<file path="config.mk">
export PLATFORM = sky130hd
export DESIGN_NAME = life_grid_step_stencil
export DESIGN_NICKNAME = d
export VERILOG_FILES = /design/src/rtl/lgs_pkg.sv /design/src/rtl/lgs_line_ram.sv /design/src/rtl/lgs_window.sv /design/src/rtl/life_grid_step_stencil.sv
export SDC_FILE = /design/constraint.sdc
export NUM_CORES = 2
export LEC_CHECK = 0
export ABC_AREA = 0
export CAP_MARGIN = 20
export CELL_PAD_IN_SITES_DETAIL_PLACEMENT = 1
export CELL_PAD_IN_SITES_GLOBAL_PLACEMENT = 1
export CORE_AREA = 2 2 401 403
export CTS_CLUSTER_DIAMETER = 150
export CTS_CLUSTER_SIZE = 30
export DETAILED_ROUTE_END_ITERATION = 12
export DIE_AREA = 0 0 403 405
export DONT_BUFFER_PORTS = 1
export PLACE_DENSITY = 0.78
export REMOVE_ABC_BUFFERS = 1
export SETUP_SLACK_MARGIN = 0.4
export SLEW_MARGIN = 10
export SYNTH_ARGS = -nofsm -noshare
export SYNTH_HDL_FRONTEND = slang
export SYNTH_HIERARCHICAL = 1
export SYNTH_SLANG_ARGS = --single-unit
</file>
<file path="constraint.sdc">
create_clock -name clock -period 22.7 [get_ports clock]
set_clock_uncertainty 0.2 [all_clocks]
set_input_delay 4.54 -clock clock [delete_from_list [all_inputs] [get_ports clock]]
set_output_delay 4.54 -clock clock [all_outputs]
set_load 0.03 [all_outputs]
</file>
<file path="src/rtl/lgs_pkg.sv">
// ----------------------------------------------------------------------------
// lgs_pkg
// Constants, types and helpers of the life grid stencil.
// ----------------------------------------------------------------------------
package lgs_pkg;

   localparam int MAX_COLS = 1024;
   localparam int MAX_ROWS = 1024;
   localparam int LINE_LEN = MAX_COLS + 2;
   localparam int COL_W    = $clog2(LINE_LEN);
   localparam int ROW_W    = $clog2(MAX_ROWS + 2);
   localparam int CFG_W    = 11;

   localparam logic REG_COLS = 1'b0;
   localparam logic REG_ROWS = 1'b1;

   typedef struct packed {
      logic accept;
      logic emit;
      logic row_end;
      logic grid_end;
      logic restart;
   } step_type;

   // last padded column index: clamp(v, 1, MAX_COLS) + 1
   function automatic logic [COL_W-1:0] col_last(input logic [CFG_W-1:0] v);
      logic [COL_W-1:0] r;
      if (v == '0) begin
         r = COL_W'(1);
      end else if (32'(v) > MAX_COLS) begin
         r = COL_W'(MAX_COLS);
      end else begin
         r = COL_W'(v);
      end
      return r + COL_W'(1);
   endfunction

   function automatic logic [ROW_W-1:0] row_last(input logic [CFG_W-1:0] v);
      logic [ROW_W-1:0] r;
      if (v == '0) begin
         r = ROW_W'(1);
      end else if (32'(v) > MAX_ROWS) begin
         r = ROW_W'(MAX_ROWS);
      end else begin
         r = ROW_W'(v);
      end
      return r + ROW_W'(1);
   endfunction

   function automatic logic [3:0] popcount9(input logic [8:0] v);
      logic [3:0] n;
      n = '0;
      for (int k = 0; k < 9; k++) begin
         n = n + 4'(v[k]);
      end
      return n;
   endfunction

endpackage

</file>
<file path="src/rtl/lgs_line_ram.sv">
// ----------------------------------------------------------------------------
// lgs_line_ram
// Two line buffers packed into one entry per padded column: bit 0 holds the
// row above, bit 1 the row two above. One write, one registered read.
// ----------------------------------------------------------------------------
module lgs_line_ram (
   input  logic                      clock,
   input  logic                      wr_en,
   input  logic [lgs_pkg::COL_W-1:0] wr_addr,
   input  logic [1:0]                wr_data,
   input  logic [lgs_pkg::COL_W-1:0] rd_addr,
   output logic [1:0]                rd_data
);

   logic [1:0] mem [lgs_pkg::LINE_LEN];
   logic [1:0] rd_data_ff;

   always_ff @(posedge clock) begin
      if (wr_en) begin
         mem[wr_addr] <= wr_data;
      end
      rd_data_ff <= mem[rd_addr];
   end

   assign rd_data = rd_data_ff;

endmodule

</file>
<file path="src/rtl/lgs_window.sv">
// ----------------------------------------------------------------------------
// lgs_window
// 3x3 window shift register, B3/S23 rule and output register.
// ----------------------------------------------------------------------------
module lgs_window (
   input  logic              clock,
   input  logic              reset,
   input  lgs_pkg::step_type step,
   input  logic [2:0]        column,
   input  logic              rsp_ready,
   output logic              out_free,
   output logic              rsp_valid,
   output logic              rsp_next_cell,
   output logic              rsp_end_of_grid
);

   logic [8:0] window_ff, window_in, window_shift;
   logic       valid_ff, valid_in;
   logic       next_ff, next_in;
   logic       eog_ff, eog_in;
   logic [3:0] total;
   logic       load;

   assign window_shift = {window_ff[5:0], column};
   assign total        = lgs_pkg::popcount9(window_shift);
   assign load         = step.accept & step.emit;
   assign out_free     = ~valid_ff | rsp_ready;

   always_comb begin
      window_in = window_ff;
      if (step.restart) begin
         window_in = '0;
      end else if (step.accept) begin
         window_in = step.row_end ? '0 : window_shift;
      end
   end

   always_comb begin
      next_in  = next_ff;
      eog_in   = eog_ff;
      valid_in = valid_ff & ~rsp_ready;
      if (load) begin
         valid_in = 1'b1;
         eog_in   = step.grid_end;
         if (total == 4'd3) begin
            next_in = 1'b1;
         end else if (total == 4'd4) begin
            next_in = window_shift[4];
         end else begin
            next_in = 1'b0;
         end
      end
   end

   always_ff @(posedge clock) begin
      if (reset) begin
         window_ff <= '0;
         valid_ff  <= 1'b0;
      end else begin
         window_ff <= window_in;
         valid_ff  <= valid_in;
      end
      next_ff <= next_in;
      eog_ff  <= eog_in;
   end

   assign rsp_valid       = valid_ff;
   assign rsp_next_cell   = next_ff;
   assign rsp_end_of_grid = eog_ff;

endmodule

</file>
<file path="src/rtl/life_grid_step_stencil.sv">
// Latency: a result appears the cycle after its cell is transferred in.
// Throughput: one cell per cycle unless a result waits on rsp_ready; the line
// RAM prefetches the next column; each transfer finds its column registered.
// Halo cells (first two rows, first two columns of a row) give no result.
// Reset: synchronous; positions and window clear, limits go to 1024 x 1024,
// the line RAM is not cleared.
// ----------------------------------------------------------------------------
// life_grid_step_stencil
// Streaming B3/S23 next-generation stencil over a halo-padded raster grid.
// ----------------------------------------------------------------------------
module life_grid_step_stencil (
   input  logic                      clock,
   input  logic                      reset,
   input  logic                      req_valid,
   output logic                      req_ready,
   input  logic                      req_cell_req,
   output logic                      rsp_valid,
   input  logic                      rsp_ready,
   output logic                      rsp_next_cell,
   output logic                      rsp_end_of_grid,
   input  logic                      csr_we,
   input  logic                      csr_index,
   input  logic [lgs_pkg::CFG_W-1:0] csr_wdata
);

   logic [lgs_pkg::COL_W-1:0] col_ff, col_in, last_col_ff, last_col_in;
   logic [lgs_pkg::ROW_W-1:0] row_ff, row_in, last_row_ff, last_row_in;
   logic                      accept, restart, col_end, row_end;
   logic                      out_free;
   logic [1:0]                rd_data;
   lgs_pkg::step_type         step;

   assign accept    = req_valid & req_ready;
   assign req_ready = out_free;
   assign col_end   = col_ff == last_col_ff;
   assign row_end   = row_ff == last_row_ff;

   always_comb begin
      last_col_in = last_col_ff;
      last_row_in = last_row_ff;
      restart     = 1'b0;
      if (csr_we) begin
         case (csr_index)
            lgs_pkg::REG_COLS: begin
               last_col_in = lgs_pkg::col_last(csr_wdata);
               restart     = 1'b1;
            end
            lgs_pkg::REG_ROWS: begin
               last_row_in = lgs_pkg::row_last(csr_wdata);
               restart     = 1'b1;
            end
            default: restart = 1'b0;
         endcase
      end
   end

   always_comb begin
      col_in = col_ff;
      row_in = row_ff;
      if (restart) begin
         col_in = '0;
         row_in = '0;
      end else if (accept) begin
         if (col_end) begin
            col_in = '0;
            row_in = row_end ? '0 : row_ff + lgs_pkg::ROW_W'(1);
         end else begin
            col_in = col_ff + lgs_pkg::COL_W'(1);
         end
      end
   end

   always_ff @(posedge clock) begin
      if (reset) begin
         col_ff      <= '0;
         row_ff      <= '0;
         last_col_ff <= lgs_pkg::col_last(lgs_pkg::CFG_W'(lgs_pkg::MAX_COLS));
         last_row_ff <= lgs_pkg::row_last(lgs_pkg::CFG_W'(lgs_pkg::MAX_ROWS));
      end else begin
         col_ff      <= col_in;
         row_ff      <= row_in;
         last_col_ff <= last_col_in;
         last_row_ff <= last_row_in;
      end
   end

   // entry: bit 0 row above, bit 1 two rows above; shift down on write
   lgs_line_ram u_line_ram (
      .clock   (clock),
      .wr_en   (accept),
      .wr_addr (col_ff),
      .wr_data ({rd_data[0], req_cell_req}),
      .rd_addr (col_in),
      .rd_data (rd_data)
   );

   always_comb begin
      step.accept   = accept;
      step.emit     = (row_ff >= lgs_pkg::ROW_W'(2)) & (col_ff >= lgs_pkg::COL_W'(2));
      step.row_end  = col_end;
      step.grid_end = col_end & row_end;
      step.restart  = restart;
   end

   lgs_window u_window (
      .clock           (clock),
      .reset           (reset),
      .step            (step),
      .column          ({req_cell_req, rd_data[0], rd_data[1]}),
      .rsp_ready       (rsp_ready),
      .out_free        (out_free),
      .rsp_valid       (rsp_valid),
      .rsp_next_cell   (rsp_next_cell),
      .rsp_end_of_grid (rsp_end_of_grid)
   );

endmodule

</file>
==> results.rst <==
.. list-table::
   :header-rows: 1

   * - Metric
     - Value
   * - Fillers
     - 14128
   * - Power density of the placed cells
     - 70.7 nW/µm²
   * - Type of the worst min-delay path
     - flop to flop
   * - Result of the run
     - completed
   * - Cell class contributing the biggest share of worst-path delay
     - buffers and inverters
   * - Category of the worst setup path launch point
     - primary input
   * - Area inside the core boundary
     - 159000 µm²
   * - Synth-to-layout area growth
     - 5.52%
   * - Number of hold buffers added after cts
     - 0
   * - Synthesized area per cell
     - 16.8 µm²
   * - Number of global-route vias before repair
     - 50586
   * - First drt pass iteration count
     - 6
   * - Worst r2r path cells
     - 18
   * - Number of standard cells in the layout, taps in and fillers out
     - 7119
   * - Detailed router's first-iteration violation count
     - 6716
   * - Vertical die dimension
     - 405 µm
   * - Crit-path cells
     - nand2b_1, and2_4, buf_4, and2_1, a21oi_1, nor2_4, buf_4, buf_4, buf_4, buf_4, mux2i_1, o221ai_1, o22ai_1, a222oi_1, o2111ai_1, nor3_1, nor4b_1, a211oi_1
   * - I/O Pins
     - 22
   * - Number of nets still failing antenna checks after routing
     - 0
   * - Drc violations
     - 0
   * - TritonCTS clock tree
     - yes
   * - Setup-violating endpoint count in the final report
     - 0
   * - Post-cts resize count
     - 0
   * - CTS Sinks
     - 2107
   * - Chip width
     - 403 µm
   * - Async set-or-reset flop fraction in the synthesized netlist
     - 0%
   * - Maximum net fanout on the critical path
     - 57
   * - Buffer cell driving the clock tree root
     - sky130_fd_sc_hd__clkbuf_16
   * - Combined buffer and inverter count along the critical path
     - 5
   * - Maximum vdd ir drop
     - 0.0000812 V
   * - Initial core utilization
     - 54.5%
   * - Number of enable flip-flop cells after synthesis
     - 2054
   * - RePlAce Congestion
     - 0.858
   * - Vias post-DR
     - 49034
   * - Sequential Area
     - 62700 µm²
   * - Slew at the pin closest to its max-slew limit
     - 1.26 ns
   * - Cell area after synthesis
     - 86900 µm²
   * - Clock buffer count from CTS
     - 80
   * - Overall overflow remaining after global route
     - 0
   * - Post-layout minimum cycle time
     - 11.64 ns
   * - First-pass GRT wire length
     - 365000 µm
   * - Setup slack of the worst register-to-register path
     - 14.39 ns
   * - Critical Path Slowest Stage Cell
     - sky130_fd_sc_hd__a222oi_1
   * - Max Transition Viols Final
     - 0
   * - Synth warnings
     - 6
   * - Number of cells after detailed placement
     - 6989
   * - Crit path to
     - u_line_ram/rd_data[1]
   * - Routed WL per cell
     - 35.9 µm
   * - Count of nets after finishing
     - 5028
   * - Number of stages on the worst setup path
     - 18
   * - Min Hold Slack
     - 0.272 ns
   * - Final WL
     - 256000 µm
   * - Count of state elements after synthesis
     - 2107
   * - Upper clock frequency limit
     - 85.9 MHz
   * - Critical R2R Capture
     - u_line_ram/rd_data[1]
   * - Sequential fraction of the synthesis area
     - 72.2%
   * - Latest clock arrival within the worst-skew pair
     - 0.76 ns
   * - Delay of the slowest critical-path stage
     - 0.88 ns
   * - Leakage
     - 26.4 nW
   * - Maximum number of pins on one net before global-route repair
     - 1029
   * - Dominant register cell in the synthesized netlist
     - sky130_fd_sc_hd__edfxtp_1
   * - Buffers inserted during post-CTS setup optimization
     - 0
   * - Fraction of layout cells with a size suffix above 1
     - 15.7%
   * - Antenna violations before repair
     - 14
   * - Ratio of final minimum period to clock period
     - 51.3%
   * - Detailed-placement wirelength estimate
     - 147000 µm
   * - Crit path required time
     - 23.16 ns
   * - Total area of multi-input combinational cells
     - 22500 µm²
   * - Capturing element type of the critical path
     - flop
   * - Slew headroom
     - 16.2%
   * - Post-detailed-route via-to-cell ratio
     - 6.89
   * - MaxCap Viol Count
     - 0
   * - CP arrival
     - 12.09 ns
   * - DIE AREA
     - 163000 µm²
   * - Final core area utilization
     - 57.6%
   * - Post-synthesis instance total
     - 5187
   * - Cell seen most often among critical-path stages
     - sky130_fd_sc_hd__buf_4
   * - Total routing usage reported by global routing
     - 31.6%
   * - Number of input and output port buffers inserted
     - 0
   * - Number of H-tree levels
     - 3
   * - Source of the worst register-to-register timing path
     - u_window/rsp_valid
   * - Clock transition time at the flip-flop clock pins of the worst setup and hold paths
     - 0.12 ns
   * - Post-synth cell types
     - 74
   * - Final hold violation count
     - 0
   * - Start-to-end type of the worst setup path
     - primary input to flop
   * - Unrepaired setup endpoints after global routing
     - no
   * - CP startpoint
     - rsp_ready
   * - Rows
     - 147
   * - Max Root-Sink Buffers
     - 3
[registers in the layout, indices dropped and copies added (netlist names)]
name                      flops
col_ff                       11
last_col_ff                  11
last_row_ff                  11
row_ff                       11
u_line_ram/mem             2052
u_line_ram/rd_data            2
u_window/rsp_end_of_grid      1
u_window/rsp_next_cell        1
u_window/rsp_valid            1
u_window/window_ff            6
[synth_stat cells (9+ instances only)]
cell,count,area share [%]
sky130_fd_sc_hd__edfxtp_1,2054,71
sky130_fd_sc_hd__nor2_1,1127,4.9
sky130_fd_sc_hd__mux4_2,474,12
sky130_fd_sc_hd__clkbuf_1,256,1.1
sky130_fd_sc_hd__nand2_1,197,0.85
sky130_fd_sc_hd__mux2i_1,169,1.9
sky130_fd_sc_hd__nand3_1,82,0.47
sky130_fd_sc_hd__o221ai_1,57,0.57
sky130_fd_sc_hd__dfxtp_1,53,1.2
sky130_fd_sc_hd__o21ai_0,50,0.29
sky130_fd_sc_hd__buf_1,46,0.20
sky130_fd_sc_hd__a21oi_1,45,0.26
sky130_fd_sc_hd__nor3_1,45,0.26
sky130_fd_sc_hd__o22ai_1,42,0.30
sky130_fd_sc_hd__buf_2,41,0.24
sky130_fd_sc_hd__buf_6,40,0.52
sky130_fd_sc_hd__a22oi_1,32,0.28
sky130_fd_sc_hd__xor2_1,31,0.31
sky130_fd_sc_hd__buf_4,28,0.24
sky130_fd_sc_hd__a31oi_1,20,0.14
sky130_fd_sc_hd__inv_1,20,0.086
sky130_fd_sc_hd__and2_1,19,0.14
sky130_fd_sc_hd__nor4_1,19,0.14
sky130_fd_sc_hd__nand4_1,17,0.12
sky130_fd_sc_hd__nor2b_1,17,0.12
sky130_fd_sc_hd__a211oi_1,16,0.14
sky130_fd_sc_hd__and3_1,15,0.11
sky130_fd_sc_hd__a2111oi_0,13,0.13
sky130_fd_sc_hd__nand2b_1,13,0.094
sky130_fd_sc_hd__a32oi_1,12,0.12
sky130_fd_sc_hd__a221oi_1,10,0.10
sky130_fd_sc_hd__nor3b_1,9,0.078
[power by group]
part           internal [mW]  switching, mW
Combinational          0.126          0.225
Sequential              4.30        0.00602
Clock                  0.683           1.14
[through the flow]
| stage | setup WS, ns | power [mW] | area (µm²) | setup TNS, ns |
|---|---|---|---|---|
| floorplan | -29.61 | 4.95 | 84800 | -58.83 |
| global placement | 10.46 | 4.71 | 88900 | 0 |
| detailed placement | 10.35 | 4.72 | 89200 | 0 |
| CTS | 11.14 | 6.47 | 91400 | 0 |
| global route | 10.53 | 6.62 | 91700 | 0 |
| finish | 11.06 | 6.48 | 91700 | 0 |
[worst min path at each step]
stage | endpoint | slack, ns | depth (start not counted) | from
global route | last_col_ff[4] | 0.29 | 2 | last_col_ff[4]
CTS | last_col_ff[1] | 0.28 | 2 | last_col_ff[1]
detailed placement | last_col_ff[4] | 0.26 | 2 | last_col_ff[4]
global placement | last_col_ff[3] | 0.26 | 2 | last_col_ff[3]
finish | last_col_ff[3] | 0.27 | 2 | last_col_ff[3]
floorplan | last_row_ff[1] | 0.24 | 2 | last_row_ff[1]
[layer usage]
| layer | wire length [µm] | global-route usage, % | up-vias |
|---|---|---|---|
| met1 | 91500 | 41.9 | 25912 |
| li1 | - | - | 19624 |
| met5 | 103 | 0 | - |
| met4 | 14300 | 14.2 | 12 |
| met2 | 123000 | 51.3 | 2856 |
| met3 | 26600 | 5.88 | 630 |
[cells in the final DEF (no fill, tap or decap), types with 10 or more instances in the layout]
cell	synthesis	routed
sky130_fd_sc_hd__nor3_1	45	42
sky130_fd_sc_hd__buf_4	28	109
sky130_fd_sc_hd__a31oi_1	20	20
sky130_fd_sc_hd__nor2_1	1127	1117
sky130_fd_sc_hd__and3_1	15	15
sky130_fd_sc_hd__clkbuf_16	0	83
sky130_fd_sc_hd__o221ai_1	57	57
sky130_fd_sc_hd__nand2b_1	13	12
sky130_fd_sc_hd__o21ai_0	50	50
sky130_fd_sc_hd__xor2_1	31	31
sky130_fd_sc_hd__nand4_1	17	17
sky130_fd_sc_hd__buf_16	0	16
sky130_fd_sc_hd__a221oi_1	10	10
sky130_fd_sc_hd__inv_1	20	19
sky130_fd_sc_hd__a21oi_1	45	45
sky130_fd_sc_hd__dfxtp_1	53	52
sky130_fd_sc_hd__nor2b_1	17	13
sky130_fd_sc_hd__o22ai_1	42	42
sky130_fd_sc_hd__nand3_1	82	50
sky130_fd_sc_hd__and2_1	19	18
sky130_fd_sc_hd__a32oi_1	12	12
sky130_fd_sc_hd__clkbuf_1	256	24
sky130_fd_sc_hd__nor4_1	19	19
sky130_fd_sc_hd__mux2i_1	169	169
sky130_fd_sc_hd__mux4_2	474	474
sky130_fd_sc_hd__nand2_1	197	195
sky130_fd_sc_hd__a211oi_1	16	16
sky130_fd_sc_hd__edfxtp_1	2054	2054
sky130_fd_sc_hd__nand3_4	1	26
sky130_fd_sc_hd__a22oi_1	32	32
sky130_fd_sc_hd__a2111oi_0	13	11
[cell type report]
cell class                      count  share of cell area [%]
Multi-Input combinational cell   2642                    24.5
Clock inverter                      5                  0.0573
Sequential cell                  2107                    68.4
Inverter                           24                   0.105
Tap cell                         2086                    2.85
Antenna cell                        5                  0.0136
Clock buffer                      107                    2.36
Timing Repair Buffer              143                    1.64
[cell families after synthesis]
family                     share of synthesized area [%]
buffers and inverters                               2.46
xor gates and xnor gates                           0.393
muxes                                               14.3
adders and majority gates                          0.216
DFF                                                 72.2
AOI/OAI and AO/OA                                   2.84
and+or+nand+nor                                     7.56
[worst register-to-register path, delay by kind of cell (launching register included)]
kind,cells,cell delay (ns)
multiplexers,1,0.19
flip-flops,1,0.43
AO/OA/AOI/OAI,6,1.87
buffers and inverters,5,3.54
AND/OR/NAND/NOR,6,1.98
No activity file was read; power rests on OpenSTA's default activity.
